[config.mk]
export PLATFORM = sky130hd
export DESIGN_NAME = detent_lock_current_drive_top_flat
export DESIGN_NICKNAME = d
export VERILOG_FILES = /design/src/rtl/dlcd_pkg.sv /design/src/rtl/dlcd_ifs.sv /design/src/rtl/detent_lock_current_drive_top.sv /design/src/rtl/dlcd_div.sv /design/src/flat_wrapper.sv
export SDC_FILE = /design/constraint.sdc
export NUM_CORES = 2
export LEC_CHECK = 0
export BUFFER_PORTS_ARGS = -buffer_cell sky130_fd_sc_hd__buf_4
export CORE_MARGIN = 5
export CORE_UTILIZATION = 50
export CTS_CLUSTER_DIAMETER = 100
export DETAILED_ROUTE_END_ITERATION = 7
export HOLD_SLACK_MARGIN = 0.15
export PLACE_DENSITY_LB_ADDON = 0.3
export SETUP_SLACK_MARGIN = 0.15
export SLEW_MARGIN = 20
export SYNTH_ARGS = -nofsm -noshare
export SYNTH_HDL_FRONTEND = slang
export SYNTH_SLANG_ARGS = --single-unit
[constraint.sdc]
create_clock -name clk -period 22 [get_ports clk]
set_clock_uncertainty 0.15 [all_clocks]
set_input_delay 4.4 -clock clk [delete_from_list [all_inputs] [get_ports clk]]
set_output_delay 4.4 -clock clk [all_outputs]
set_load 0.01 [all_outputs]
[src/rtl/dlcd_pkg.sv]
// Shared widths, register codes, constants and types of the detent lock current drive.
`timescale 1ns / 1ps
package dlcd_pkg;

  localparam int COUNT_WIDTH_DEF = 16;

  localparam int CFG_INDEX_W = 2;
  localparam int CFG_DATA_W  = 15;

  localparam int SIZE_W  = 15;
  localparam int BAND_W  = 10;
  localparam int GAIN_W  = 6;
  localparam int RAW_W   = 12;
  localparam int SPEED_W = 16;
  localparam int OFF_W   = 16;
  localparam int TGT_W   = 20;
  localparam int VOLT_W  = 16;
  localparam int MEAS_W  = 14;
  localparam int HALF_W  = SIZE_W - 1;

  typedef enum logic [CFG_INDEX_W-1:0] {
    CFG_DETENT_SIZE   = 2'd0,
    CFG_POSITION_BAND = 2'd1,
    CFG_SPEED_BAND    = 2'd2,
    CFG_CURRENT_GAIN  = 2'd3
  } cfg_reg_t;

  localparam logic [SIZE_W-1:0] DETENT_SIZE_RST   = 15'd718;
  localparam logic [BAND_W-1:0] POSITION_BAND_RST = 10'd22;
  localparam logic [BAND_W-1:0] SPEED_BAND_RST    = 10'd10;
  localparam logic [GAIN_W-1:0] CURRENT_GAIN_RST  = 6'd8;
  localparam logic [SIZE_W-1:0] DETENT_SIZE_MIN   = 15'd2;

  // Converter scale, 0.000634921 A per step in units of 2^-28 A (Q16 of the 2^-12 A unit), and its rounding half.
  localparam logic [17:0] MEAS_COEF = 18'd170435;
  localparam logic [16:0] MEAS_HALF = 17'd32768;

  // Profile thresholds on the offset magnitude.
  localparam logic [SIZE_W-1:0] DEAD_LIM  = 15'd15;
  localparam logic [SIZE_W-1:0] EDGE_LIM  = 15'd22;
  localparam logic [SIZE_W-1:0] SLOPE_LIM = 15'd500;

  // Slope: 0.53 A and 2.41e-7 A per count in units of 2^-32 A.
  localparam logic [31:0] C053_Q32  = 32'd2276332667;
  localparam logic [10:0] K2_Q32    = 11'd1035;
  localparam logic [32:0] SLOPE_RND = 33'd524288;

  // Far region: (|d| * 6144 + 50) / 100 by a reciprocal, exact below 2^27.
  localparam logic [12:0] FAR_GAIN  = 13'd6144;
  localparam logic [6:0]  FAR_RND   = 7'd50;
  localparam logic [27:0] FAR_MAGIC = 28'd171798692;
  localparam int          FAR_SHIFT = 34;

  localparam logic signed [TGT_W-1:0]  EDGE_CUR = 20'sd1843;
  localparam logic signed [TGT_W-1:0]  TGT_MAX  = 20'sd524287;
  localparam logic signed [TGT_W-1:0]  TGT_MIN  = -20'sd524288;
  localparam logic [TGT_W-1:0]         TGT_MAX_MAG = 20'd524287;
  localparam logic [TGT_W-1:0]         TGT_MIN_MAG = 20'd524288;
  localparam logic signed [VOLT_W-1:0] VOLT_MAX = 16'sd20439;

  // Side information that rides alongside the divider.
  typedef struct packed {
    logic              neg;
    logic              spd_ok;
    logic [MEAS_W-1:0] meas;
  } dlcd_side_t;

endpackage

[src/rtl/dlcd_ifs.sv]
// Sample and result channel interfaces of the detent lock current drive.
`timescale 1ns / 1ps
interface dlcd_sample_if #(
  parameter int COUNT_WIDTH = dlcd_pkg::COUNT_WIDTH_DEF
);
  logic                                   valid;
  logic                                   ready;
  logic signed [COUNT_WIDTH-1:0]          encoder_count;
  logic signed [dlcd_pkg::SPEED_W-1:0]    speed_sample;
  logic        [dlcd_pkg::RAW_W-1:0]      current_raw;

  modport source (output valid, encoder_count, speed_sample, current_raw, input ready);
  modport sink   (input valid, encoder_count, speed_sample, current_raw, output ready);
endinterface

interface dlcd_result_if #(
  parameter int COUNT_WIDTH = dlcd_pkg::COUNT_WIDTH_DEF
);
  logic                                 valid;
  logic                                 ready;
  logic signed [COUNT_WIDTH-1:0]        detent_index;
  logic signed [COUNT_WIDTH-1:0]        detent_offset;
  logic signed [dlcd_pkg::TGT_W-1:0]    current_target;
  logic signed [dlcd_pkg::VOLT_W-1:0]   drive_voltage;
  logic                                 locked;

  modport source (output valid, detent_index, detent_offset, current_target,
                  drive_voltage, locked, input ready);
  modport sink   (input valid, detent_index, detent_offset, current_target,
                  drive_voltage, locked, output ready);
endinterface

[src/rtl/detent_lock_current_drive_top.sv]
// Top level of the detent lock current drive: registers, detent mapping, profile and drive law.
`timescale 1ns / 1ps
// Takes one sample word per cycle unless held back by a stalled result, and gives one
// result word per sample, in order. The path is one input register, then the detent
// divider, which resolves one quotient bit per pipeline stage, then six stages for the
// offset, the current profile and the drive law. Every stage has its own valid bit and
// a stage takes a new word whenever it is empty or its successor moves, so a stalled
// result only holds back the input once the pipeline has no bubbles left.
// Configuration registers are written through cfg_we, cfg_index and cfg_data and
// should only change while no sample is in flight. A detent size below two is used
// as two. The index and offset are wrapped to COUNT_WIDTH bits; the profile target
// is in 2^-12 A and the drive voltage in 2^-12 V, saturated to plus or minus 4.99 V.
module detent_lock_current_drive_top #(
  parameter int COUNT_WIDTH = dlcd_pkg::COUNT_WIDTH_DEF
) (
  input  logic                              clk,
  input  logic                              rst,
  input  logic                              cfg_we,
  input  logic [dlcd_pkg::CFG_INDEX_W-1:0]  cfg_index,
  input  logic [dlcd_pkg::CFG_DATA_W-1:0]   cfg_data,
  dlcd_sample_if.sink                       sample,
  dlcd_result_if.source                     result
);

  localparam int SIZE_W = dlcd_pkg::SIZE_W;
  localparam int HALF_W = dlcd_pkg::HALF_W;
  localparam int OFF_W  = dlcd_pkg::OFF_W;
  localparam int TGT_W  = dlcd_pkg::TGT_W;
  localparam int MEAS_W = dlcd_pkg::MEAS_W;
  localparam int NW     = ((COUNT_WIDTH > SIZE_W) ? COUNT_WIDTH : SIZE_W) + 1;
  localparam int UW     = NW - 1;
  localparam int PW     = TGT_W + 1 + dlcd_pkg::GAIN_W + 1;

  typedef enum logic [1:0] {
    REG_DEAD,
    REG_EDGE,
    REG_SLOPE,
    REG_FAR
  } region_t;

  // Configuration registers.
  logic [SIZE_W-1:0]             detent_size;
  logic [dlcd_pkg::BAND_W-1:0]   position_band;
  logic [dlcd_pkg::BAND_W-1:0]   speed_band;
  logic [dlcd_pkg::GAIN_W-1:0]   current_gain;

  always_ff @(posedge clk) begin
    if (rst) begin
      detent_size   <= dlcd_pkg::DETENT_SIZE_RST;
      position_band <= dlcd_pkg::POSITION_BAND_RST;
      speed_band    <= dlcd_pkg::SPEED_BAND_RST;
      current_gain  <= dlcd_pkg::CURRENT_GAIN_RST;
    end else if (cfg_we) begin
      case (dlcd_pkg::cfg_reg_t'(cfg_index))
        dlcd_pkg::CFG_DETENT_SIZE:   detent_size   <= cfg_data[SIZE_W-1:0];
        dlcd_pkg::CFG_POSITION_BAND: position_band <= cfg_data[dlcd_pkg::BAND_W-1:0];
        dlcd_pkg::CFG_SPEED_BAND:    speed_band    <= cfg_data[dlcd_pkg::BAND_W-1:0];
        dlcd_pkg::CFG_CURRENT_GAIN:  current_gain  <= cfg_data[dlcd_pkg::GAIN_W-1:0];
        default: ;
      endcase
    end
  end

  logic [SIZE_W-1:0] size_eff;
  logic [HALF_W-1:0] half;

  assign size_eff = (detent_size < dlcd_pkg::DETENT_SIZE_MIN) ? dlcd_pkg::DETENT_SIZE_MIN
                                                              : detent_size;
  assign half     = size_eff[SIZE_W-1:1];

  // Ready chain, from the output back to the input.
  logic va, vb, vc1, vc2, vc3, vd1, vo;
  logic ra, rb, rc1, rc2, rc3, rd1, ro;
  logic div_in_ready, div_out_valid;

  assign ro  = !vo  || result.ready;
  assign rd1 = !vd1 || ro;
  assign rc3 = !vc3 || rd1;
  assign rc2 = !vc2 || rc3;
  assign rc1 = !vc1 || rc2;
  assign rb  = !vb  || rc1;
  assign ra  = !va  || div_in_ready;

  assign sample.ready = ra;

  // Stage A: bias the count by half a detent and fold negatives so that the
  // divider only sees a non-negative dividend; floor(n/s) = ~floor(~n/s) for n < 0.
  logic signed [NW-1:0]          n_wide;
  logic [UW-1:0]                 u_next;
  logic signed [dlcd_pkg::SPEED_W:0] spd_ext;
  logic [dlcd_pkg::SPEED_W:0]    spd_abs;
  logic [30:0]                   meas_full;
  dlcd_pkg::dlcd_side_t          side_next;

  assign n_wide  = NW'(sample.encoder_count) + NW'($signed({1'b0, half}));
  assign u_next  = n_wide[NW-1] ? ~n_wide[UW-1:0] : n_wide[UW-1:0];
  assign spd_ext = (dlcd_pkg::SPEED_W + 1)'(sample.speed_sample);
  assign spd_abs = spd_ext[dlcd_pkg::SPEED_W] ? $unsigned(-spd_ext) : $unsigned(spd_ext);
  assign meas_full = 31'(sample.current_raw) * 31'(dlcd_pkg::MEAS_COEF)
                   + 31'(dlcd_pkg::MEAS_HALF);

  assign side_next.neg    = n_wide[NW-1];
  assign side_next.spd_ok = spd_abs <= (dlcd_pkg::SPEED_W + 1)'(speed_band);
  assign side_next.meas   = meas_full[29:16];

  logic [UW-1:0]        a_u;
  dlcd_pkg::dlcd_side_t a_side;

  always_ff @(posedge clk) begin
    if (rst) begin
      va <= 1'b0;
    end else if (ra) begin
      va <= sample.valid;
    end
  end

  always_ff @(posedge clk) begin
    if (ra && sample.valid) begin
      a_u    <= u_next;
      a_side <= side_next;
    end
  end

  // Detent divider.
  logic [UW-1:0]        q;
  logic [SIZE_W-1:0]    rem;
  dlcd_pkg::dlcd_side_t q_side;

  dlcd_div #(
    .UW (UW)
  ) u_div (
    .clk         (clk),
    .rst         (rst),
    .divisor     (size_eff),
    .in_valid    (va),
    .in_ready    (div_in_ready),
    .in_dividend (a_u),
    .in_side     (a_side),
    .out_valid   (div_out_valid),
    .out_ready   (rb),
    .out_quot    (q),
    .out_rem     (rem),
    .out_side    (q_side)
  );

  // Stage B: index and offset. For a folded dividend the floor remainder is s-1-rem.
  logic [SIZE_W-1:0]       r_pos;
  logic signed [OFF_W-1:0] off_next;
  logic [NW-1:0]           idx_next;

  assign r_pos    = q_side.neg ? SIZE_W'(size_eff - SIZE_W'(1) - rem) : rem;
  assign off_next = $signed({1'b0, r_pos}) - $signed({2'b00, half});
  assign idx_next = q_side.neg ? ~{1'b0, q} : {1'b0, q};

  logic [NW-1:0]           b_idx;
  logic signed [OFF_W-1:0] b_off;
  logic [MEAS_W-1:0]       b_meas;
  logic                    b_spd_ok;

  always_ff @(posedge clk) begin
    if (rst) begin
      vb <= 1'b0;
    end else if (rb) begin
      vb <= div_out_valid;
    end
  end

  always_ff @(posedge clk) begin
    if (rb && div_out_valid) begin
      b_idx    <= idx_next;
      b_off    <= off_next;
      b_meas   <= q_side.meas;
      b_spd_ok <= q_side.spd_ok;
    end
  end

  // Stage C1: region, slope product, far-region numerator and lock test.
  logic [OFF_W-1:0]  ad_w;
  logic [SIZE_W-1:0] ad;
  region_t           region_next;
  logic [9:0]        slope_dist;
  logic [19:0]       slope_prod_next;
  logic [26:0]       far_x_next;

  assign ad_w = b_off[OFF_W-1] ? $unsigned(-b_off) : $unsigned(b_off);
  assign ad   = ad_w[SIZE_W-1:0];
  assign slope_dist = 10'(ad_w + OFF_W'(dlcd_pkg::EDGE_LIM));
  assign slope_prod_next = 20'(20'(slope_dist) * 20'(dlcd_pkg::K2_Q32));
  assign far_x_next = 27'(27'(ad) * 27'(dlcd_pkg::FAR_GAIN) + 27'(dlcd_pkg::FAR_RND));

  always_comb begin
    if (ad <= dlcd_pkg::DEAD_LIM) begin
      region_next = REG_DEAD;
    end else if (ad <= dlcd_pkg::EDGE_LIM) begin
      region_next = REG_EDGE;
    end else if (ad < dlcd_pkg::SLOPE_LIM) begin
      region_next = REG_SLOPE;
    end else begin
      region_next = REG_FAR;
    end
  end

  logic [NW-1:0]           c1_idx;
  logic signed [OFF_W-1:0] c1_off;
  logic [MEAS_W-1:0]       c1_meas;
  logic                    c1_lock;
  region_t                 c1_region;
  logic [19:0]             c1_prod;
  logic [26:0]             c1_x;

  always_ff @(posedge clk) begin
    if (rst) begin
      vc1 <= 1'b0;
    end else if (rc1) begin
      vc1 <= vb;
    end
  end

  always_ff @(posedge clk) begin
    if (rc1 && vb) begin
      c1_idx    <= b_idx;
      c1_off    <= b_off;
      c1_meas   <= b_meas;
      c1_lock   <= (ad <= SIZE_W'(position_band)) && b_spd_ok;
      c1_region <= region_next;
      c1_prod   <= slope_prod_next;
      c1_x      <= far_x_next;
    end
  end

  // Stage C2: slope magnitude rounded half up, far magnitude by reciprocal.
  logic [32:0] slope_sum;
  logic [54:0] far_prod;

  assign slope_sum = 33'(dlcd_pkg::C053_Q32) - 33'(c1_prod) + dlcd_pkg::SLOPE_RND;
  assign far_prod  = 55'(c1_x) * 55'(dlcd_pkg::FAR_MAGIC);

  logic [NW-1:0]           c2_idx;
  logic signed [OFF_W-1:0] c2_off;
  logic [MEAS_W-1:0]       c2_meas;
  logic                    c2_lock;
  region_t                 c2_region;
  logic [11:0]             c2_sm;
  logic [TGT_W-1:0]        c2_fmag;

  always_ff @(posedge clk) begin
    if (rst) begin
      vc2 <= 1'b0;
    end else if (rc2) begin
      vc2 <= vc1;
    end
  end

  always_ff @(posedge clk) begin
    if (rc2 && vc1) begin
      c2_idx    <= c1_idx;
      c2_off    <= c1_off;
      c2_meas   <= c1_meas;
      c2_lock   <= c1_lock;
      c2_region <= c1_region;
      c2_sm     <= slope_sum[31:20];
      c2_fmag   <= far_prod[dlcd_pkg::FAR_SHIFT + TGT_W - 1:dlcd_pkg::FAR_SHIFT];
    end
  end

  // Stage C3: signed, saturated target current.
  logic                    d_neg;
  logic signed [TGT_W:0]   fneg;
  logic signed [TGT_W-1:0] sm_s;
  logic signed [TGT_W-1:0] tgt_next;

  assign d_neg = c2_off[OFF_W-1];
  assign fneg  = -$signed({1'b0, c2_fmag});
  assign sm_s  = $signed(TGT_W'(c2_sm));

  always_comb begin
    case (c2_region)
      REG_DEAD:  tgt_next = '0;
      REG_EDGE:  tgt_next = d_neg ? dlcd_pkg::EDGE_CUR : -dlcd_pkg::EDGE_CUR;
      REG_SLOPE: tgt_next = d_neg ? -sm_s : sm_s;
      REG_FAR: begin
        if (d_neg) begin
          tgt_next = (c2_fmag > dlcd_pkg::TGT_MAX_MAG) ? dlcd_pkg::TGT_MAX
                                                      : $signed(c2_fmag);
        end else begin
          tgt_next = (c2_fmag > dlcd_pkg::TGT_MIN_MAG) ? dlcd_pkg::TGT_MIN
                                                      : fneg[TGT_W-1:0];
        end
      end
      default:   tgt_next = '0;
    endcase
  end

  logic [NW-1:0]           c3_idx;
  logic signed [OFF_W-1:0] c3_off;
  logic [MEAS_W-1:0]       c3_meas;
  logic                    c3_lock;
  logic signed [TGT_W-1:0] c3_tgt;

  always_ff @(posedge clk) begin
    if (rst) begin
      vc3 <= 1'b0;
    end else if (rc3) begin
      vc3 <= vc2;
    end
  end

  always_ff @(posedge clk) begin
    if (rc3 && vc2) begin
      c3_idx  <= c2_idx;
      c3_off  <= c2_off;
      c3_meas <= c2_meas;
      c3_lock <= c2_lock;
      c3_tgt  <= tgt_next;
    end
  end

  // Stage D1: current error times gain.
  logic signed [TGT_W:0] cur_err;
  logic signed [PW-1:0]  volt_prod_next;

  assign cur_err = (TGT_W + 1)'(c3_tgt) - $signed((TGT_W + 1)'(c3_meas));
  assign volt_prod_next = PW'(cur_err) * PW'($signed({1'b0, current_gain}));

  logic [NW-1:0]           d1_idx;
  logic signed [OFF_W-1:0] d1_off;
  logic                    d1_lock;
  logic signed [TGT_W-1:0] d1_tgt;
  logic signed [PW-1:0]    d1_prod;

  always_ff @(posedge clk) begin
    if (rst) begin
      vd1 <= 1'b0;
    end else if (rd1) begin
      vd1 <= vc3;
    end
  end

  always_ff @(posedge clk) begin
    if (rd1 && vc3) begin
      d1_idx  <= c3_idx;
      d1_off  <= c3_off;
      d1_lock <= c3_lock;
      d1_tgt  <= c3_tgt;
      d1_prod <= volt_prod_next;
    end
  end

  // Output register: voltage saturation.
  logic signed [dlcd_pkg::VOLT_W-1:0] volt_next;

  always_comb begin
    if (d1_prod > PW'(dlcd_pkg::VOLT_MAX)) begin
      volt_next = dlcd_pkg::VOLT_MAX;
    end else if (d1_prod < -PW'(dlcd_pkg::VOLT_MAX)) begin
      volt_next = -dlcd_pkg::VOLT_MAX;
    end else begin
      volt_next = d1_prod[dlcd_pkg::VOLT_W-1:0];
    end
  end

  logic [COUNT_WIDTH-1:0]             o_idx;
  logic signed [COUNT_WIDTH-1:0]      o_off;
  logic signed [TGT_W-1:0]            o_tgt;
  logic signed [dlcd_pkg::VOLT_W-1:0] o_volt;
  logic                               o_lock;

  always_ff @(posedge clk) begin
    if (rst) begin
      vo <= 1'b0;
    end else if (ro) begin
      vo <= vd1;
    end
  end

  always_ff @(posedge clk) begin
    if (ro && vd1) begin
      o_idx  <= d1_idx[COUNT_WIDTH-1:0];
      o_off  <= COUNT_WIDTH'(d1_off);
      o_tgt  <= d1_tgt;
      o_volt <= volt_next;
      o_lock <= d1_lock;
    end
  end

  assign result.valid          = vo;
  assign result.detent_index   = $signed(o_idx);
  assign result.detent_offset  = o_off;
  assign result.current_target = o_tgt;
  assign result.drive_voltage  = o_volt;
  assign result.locked         = o_lock;

endmodule

[src/rtl/dlcd_div.sv]
// Pipelined restoring divider, one quotient bit per stage, with side information.
`timescale 1ns / 1ps
module dlcd_div #(
  parameter int UW = dlcd_pkg::COUNT_WIDTH_DEF
) (
  input  logic                          clk,
  input  logic                          rst,
  input  logic [dlcd_pkg::SIZE_W-1:0]   divisor,
  input  logic                          in_valid,
  output logic                          in_ready,
  input  logic [UW-1:0]                 in_dividend,
  input  dlcd_pkg::dlcd_side_t          in_side,
  output logic                          out_valid,
  input  logic                          out_ready,
  output logic [UW-1:0]                 out_quot,
  output logic [dlcd_pkg::SIZE_W-1:0]   out_rem,
  output dlcd_pkg::dlcd_side_t          out_side
);

  localparam int SW = dlcd_pkg::SIZE_W;

  logic                 vld  [UW];
  logic [UW:0]          rdy;
  logic [SW-1:0]        rem  [UW];
  logic [UW-1:0]        dq   [UW];
  dlcd_pkg::dlcd_side_t side [UW];

  assign rdy[UW] = out_ready;

  // Each stage shifts one dividend bit into the partial remainder and
  // shifts the quotient bit in where the dividend bit left.
  for (genvar k = 0; k < UW; k++) begin : g_stage
    logic                 prev_v;
    logic [SW-1:0]        prev_rem;
    logic [UW-1:0]        prev_dq;
    dlcd_pkg::dlcd_side_t prev_side;
    logic [SW:0]          trial;
    logic                 ge;

    if (k == 0) begin : g_first
      assign prev_v    = in_valid;
      assign prev_rem  = '0;
      assign prev_dq   = in_dividend;
      assign prev_side = in_side;
    end else begin : g_rest
      assign prev_v    = vld[k-1];
      assign prev_rem  = rem[k-1];
      assign prev_dq   = dq[k-1];
      assign prev_side = side[k-1];
    end

    assign rdy[k] = !vld[k] || rdy[k+1];
    assign trial  = {prev_rem, prev_dq[UW-1]};
    assign ge     = trial >= {1'b0, divisor};

    always_ff @(posedge clk) begin
      if (rst) begin
        vld[k] <= 1'b0;
      end else if (rdy[k]) begin
        vld[k] <= prev_v;
      end
    end

    always_ff @(posedge clk) begin
      if (rdy[k] && prev_v) begin
        rem[k]  <= ge ? SW'(trial - {1'b0, divisor}) : trial[SW-1:0];
        dq[k]   <= {prev_dq[UW-2:0], ge};
        side[k] <= prev_side;
      end
    end
  end

  assign in_ready  = rdy[0];
  assign out_valid = vld[UW-1];
  assign out_quot  = dq[UW-1];
  assign out_rem   = rem[UW-1];
  assign out_side  = side[UW-1];

endmodule

[src/flat_wrapper.sv]
// flat-port wrapper written by rule: the top's interface ports become plain ports
module detent_lock_current_drive_top_flat 
#(
  parameter int COUNT_WIDTH = dlcd_pkg::COUNT_WIDTH_DEF
)
  (clk, rst, cfg_we, cfg_index, cfg_data, sample_valid, sample_encoder_count, sample_speed_sample, sample_current_raw, sample_ready, result_valid, result_detent_index, result_detent_offset, result_current_target, result_drive_voltage, result_locked, result_ready);
  dlcd_sample_if #(.COUNT_WIDTH(COUNT_WIDTH)) sample_i ();
  dlcd_result_if #(.COUNT_WIDTH(COUNT_WIDTH)) result_i ();
  input  logic clk;
  input  logic rst;
  input  logic cfg_we;
  input  logic [dlcd_pkg::CFG_INDEX_W-1:0] cfg_index;
  input  logic [dlcd_pkg::CFG_DATA_W-1:0] cfg_data;
  input wire logic [$bits(sample_i.valid)-1:0] sample_valid;
  input wire logic [$bits(sample_i.encoder_count)-1:0] sample_encoder_count;
  input wire logic [$bits(sample_i.speed_sample)-1:0] sample_speed_sample;
  input wire logic [$bits(sample_i.current_raw)-1:0] sample_current_raw;
  output wire logic [$bits(sample_i.ready)-1:0] sample_ready;
  output wire logic [$bits(result_i.valid)-1:0] result_valid;
  output wire logic [$bits(result_i.detent_index)-1:0] result_detent_index;
  output wire logic [$bits(result_i.detent_offset)-1:0] result_detent_offset;
  output wire logic [$bits(result_i.current_target)-1:0] result_current_target;
  output wire logic [$bits(result_i.drive_voltage)-1:0] result_drive_voltage;
  output wire logic [$bits(result_i.locked)-1:0] result_locked;
  input wire logic [$bits(result_i.ready)-1:0] result_ready;
  assign sample_i.valid = sample_valid;
  assign sample_i.encoder_count = sample_encoder_count;
  assign sample_i.speed_sample = sample_speed_sample;
  assign sample_i.current_raw = sample_current_raw;
  assign sample_ready = sample_i.ready;
  assign result_valid = result_i.valid;
  assign result_detent_index = result_i.detent_index;
  assign result_detent_offset = result_i.detent_offset;
  assign result_current_target = result_i.current_target;
  assign result_drive_voltage = result_i.drive_voltage;
  assign result_locked = result_i.locked;
  assign result_i.ready = result_ready;
  detent_lock_current_drive_top #(.COUNT_WIDTH(COUNT_WIDTH)) u_core (.clk(clk), .rst(rst), .cfg_we(cfg_we), .cfg_index(cfg_index), .cfg_data(cfg_data), .sample(sample_i), .result(result_i));
endmodule
==> results.yml <==
detailed_routing:
  routed_wl_um: 156000
  first_iter_violations: 3490
  drcViolationCount: 0
  wl_per_cell_um: 19.1
  viasPerCell: 5.52
  dr.max_layer_used: "met5"
  drtAntennaViolNets: 0
  dr_wl_met3_um: 7220
  firstDrtPassIters: 6
  wl_met2_um: 74800
  m1WireLength_um: 68800
  num_vias: 45000
worst_setup_path:
  cp-start-kind: "primary input"
  crit_start: "result_ready"
  r2r_end: "u_core.d1_prod[27]$_DFFE_PP_"
  cp.required_ps: 17450
  max_stage_delay_ps: 540
  cp_cell_sequence: "buf_4, nor2b_1, and3_1, and3_1, and2_1, and4_1, nand4_1, inv_1, nand2_1, buf_4"
  rr_startpoint: "u_core.c3_meas[1]$_DFFE_PP_"
  slowest_stage: "and4_1"
  critPathKind: "primary input to primary output"
  path_delay_family: "simple AND/OR/NAND/NOR gates"
  rr_worst_depth: 25
  worstPathMaxFanout: 5
  worstPathArrival_ps: 7210
  cp-end-kind: "primary output"
  r2r_slack_ps: 14450
  cp_num_buf_inv: 3
finish:
  fin_util: 0.556
  fin_nets: 7264
  final_cells: 8158
  layout_common_cells: "edfxtp_1 (1216), ha_1 (765), inv_1 (659), nand2_1 (313), fa_1 (308)"
  area_growth_pct: 10.7
  final_common_cell: "edfxtp_1"
  num-fill-cells: 12000
  drive_above_1_share: 0.0982
placed_design:
  gp_congestion: 0.882
  port_buffers: 136
  pre_cts_slack_ps: 10200
  dp_hpwl_um: 117000
  place_inst: 7930
clocking:
  clockBufferDepth: 3
  clock_latency_ps: 770
  cts_tree: "built"
  htreeDepth: 3
  post_cts_buffers: 0
  cts-resized-gates: 0
  postCtsHoldBufs: 0
  root_buffer: "clkbuf_16"
  cts.sinks: 1264
  cts-buffers-inserted: 121
  path_clk_slew_ps: 60
pwr:
  p_leak_nw: 32.8
  power_per_cell_area_nw_per_um2: 66.4
  vdd_ir_drop_max_v: 0.0000721
logic_synthesis:
  synth_edf_count: 1216
  syn_area_um2: 74100
  ys_ff_latch: 1264
  synth_ff_type: "edfxtp_1"
  synthCells: 5887
  synth_cell_types: 100
  synth_area_per_cell_um2: 12.6
  ys_seq_area_frac: 0.506
  ys_async_sr_fraction: 0
  yosys_warnings: 0
min_path:
  hp-class: "register to register"
  hp-start: "u_core.u_div.side[1][18]$_DFFE_PP_"
  holdPathStages: 0
  whs_endpoint: "u_core.u_div.side[1][34]$_DFFE_PP_"
floorplan:
  die_h_um: 395
  initial_core_util: 0.502
  die_area_um2: 156000
  ios: 137
  core_area_um2: 147000
  die_w_um: 395
  rows: 141
global_route:
  overflow: 0
  grt_pass1_vias: 45400
  grt_max_degree: 79
  antenna_found_initial: 1
  grtUsageTotal: 0.200
  grt_pass1_wl_um: 248000
sta:
  setup_viol_count_final: 0
  hold_viol: 0
  fmaxAchievable_ghz: 0.0850
  slew_viol_final: 0
  min_period_ps: 11760
  rsz0062_at_grt: "false"
  period_share: 0.534
  final.setup.tns_ps: 0
  setup_slack_ps: 10240
  slew-limit-headroom: 0.301
  tightest_slew_ps: 1050
run:
  cap_viol_max_count: 0
outcome:
  run_status: "finished clean"
sequential cells by signal (all words and copies together) (netlist names), 20 cells and up:
| signal | count |
|---|---|
| u_core.c2_fmag | 20 |
| u_core.result.current_target | 20 |
| u_core.d1_prod | 28 |
| u_core.u_div.side | 256 |
| u_core.d1_tgt | 20 |
| u_core.u_div.dq | 256 |
| u_core.c3_tgt | 20 |
| u_core.u_div.rem | 240 |
cells in the mapped netlist, types with 31 or more instances:
| library cell | count | area share |
|---|---|---|
| mux2_2 | 123 | 0.019 |
| edfxtp_1 | 1216 | 0.49 |
| xnor2_1 | 218 | 0.026 |
| a31oi_1 | 35 | 0.0030 |
| or3_1 | 36 | 0.0030 |
| mux2i_1 | 35 | 0.0047 |
| nor2b_1 | 90 | 0.0076 |
| clkbuf_1 | 74 | 0.0038 |
| nand3_1 | 79 | 0.0053 |
| or2_2 | 31 | 0.0026 |
| a21o_1 | 117 | 0.012 |
| nor2_1 | 271 | 0.014 |
| a21oi_1 | 292 | 0.020 |
| fa_1 | 308 | 0.083 |
| and2_1 | 80 | 0.0068 |
| dfxtp_1 | 48 | 0.013 |
| o21a_1 | 60 | 0.0061 |
| xor2_1 | 122 | 0.014 |
| nand4_1 | 60 | 0.0051 |
| nand2b_1 | 55 | 0.0046 |
| o21ai_0 | 212 | 0.014 |
| and3_1 | 31 | 0.0026 |
| nand2_1 | 313 | 0.016 |
| ha_1 | 765 | 0.13 |
| a21boi_0 | 35 | 0.0035 |
| inv_1 | 660 | 0.033 |
| nor3_1 | 98 | 0.0066 |
cell type report:
class	instances	area, um2	share of cell area
well taps	1930	2410	0.0295
multi-input cells	3883	33900	0.414
inverters	660	2480	0.0302
repair buffers	195	1490	0.0181
clock buffers	160	3300	0.0403
clock inverters	63	873	0.0107
flip-flops and latches	1264	37500	0.457
diodes	3	7.51	0.0000916
per-stage QoR:
stage	hold WS (ps)	cell area, um2	power [W]
3_3_place_gp	250	77700	0.00333
2_1_floorplan	250	74100	0.00320
4_1_cts	236	81900	0.00550
5_1_grt	236	82000	0.00569
6_report	241	82000	0.00544
3_5_place_dp	255	77700	0.00335
per-layer routing:
layer  global-route usage  vias to the layer above
li1                     -                    21800
met1                0.273                    21900
met2                0.336                     1059
met3               0.0256                      260
met4               0.0627                        2
met5                    0                        -
power by group:
part           internal (W)  total [W]  leakage (nW)  switching, W
sequential          0.00267    0.00269          11.4     0.0000128
clock               0.00125    0.00214          2.02      0.000890
combinational      0.000273   0.000614          19.3      0.000341
total               0.00420    0.00544          32.8       0.00124
kinds of logic (layout without fill, tap and decap cells):
| kind of cell | after synthesis | count (layout) | synth area share |
|---|---|---|---|
| flops | 1264 | 1264 | 0.506 |
| simple gates | 1241 | 1241 | 0.0844 |
| fa+ha+maj | 1073 | 1073 | 0.213 |
| compound gates | 1055 | 1055 | 0.0942 |
| buf+inv | 754 | 1078 | 0.0390 |
| xor+xnor | 341 | 341 | 0.0404 |
| mux | 158 | 158 | 0.0234 |
| other cells | 1 | 18 | 0.0000506 |
worst max-delay path by stage:
stage	endpoint	slack (ps)	cells past startpoint
after floorplan	u_core.d1_idx[0]$_DFFE_PP_	10850	2
final	sample_ready	10240	10
after global routing	sample_ready	10050	10
after global placement	sample_ready	10240	10
after CTS	sample_ready	10170	10
after detailed placement	sample_ready	10200	10
Power figures use the tool's default switching activity.
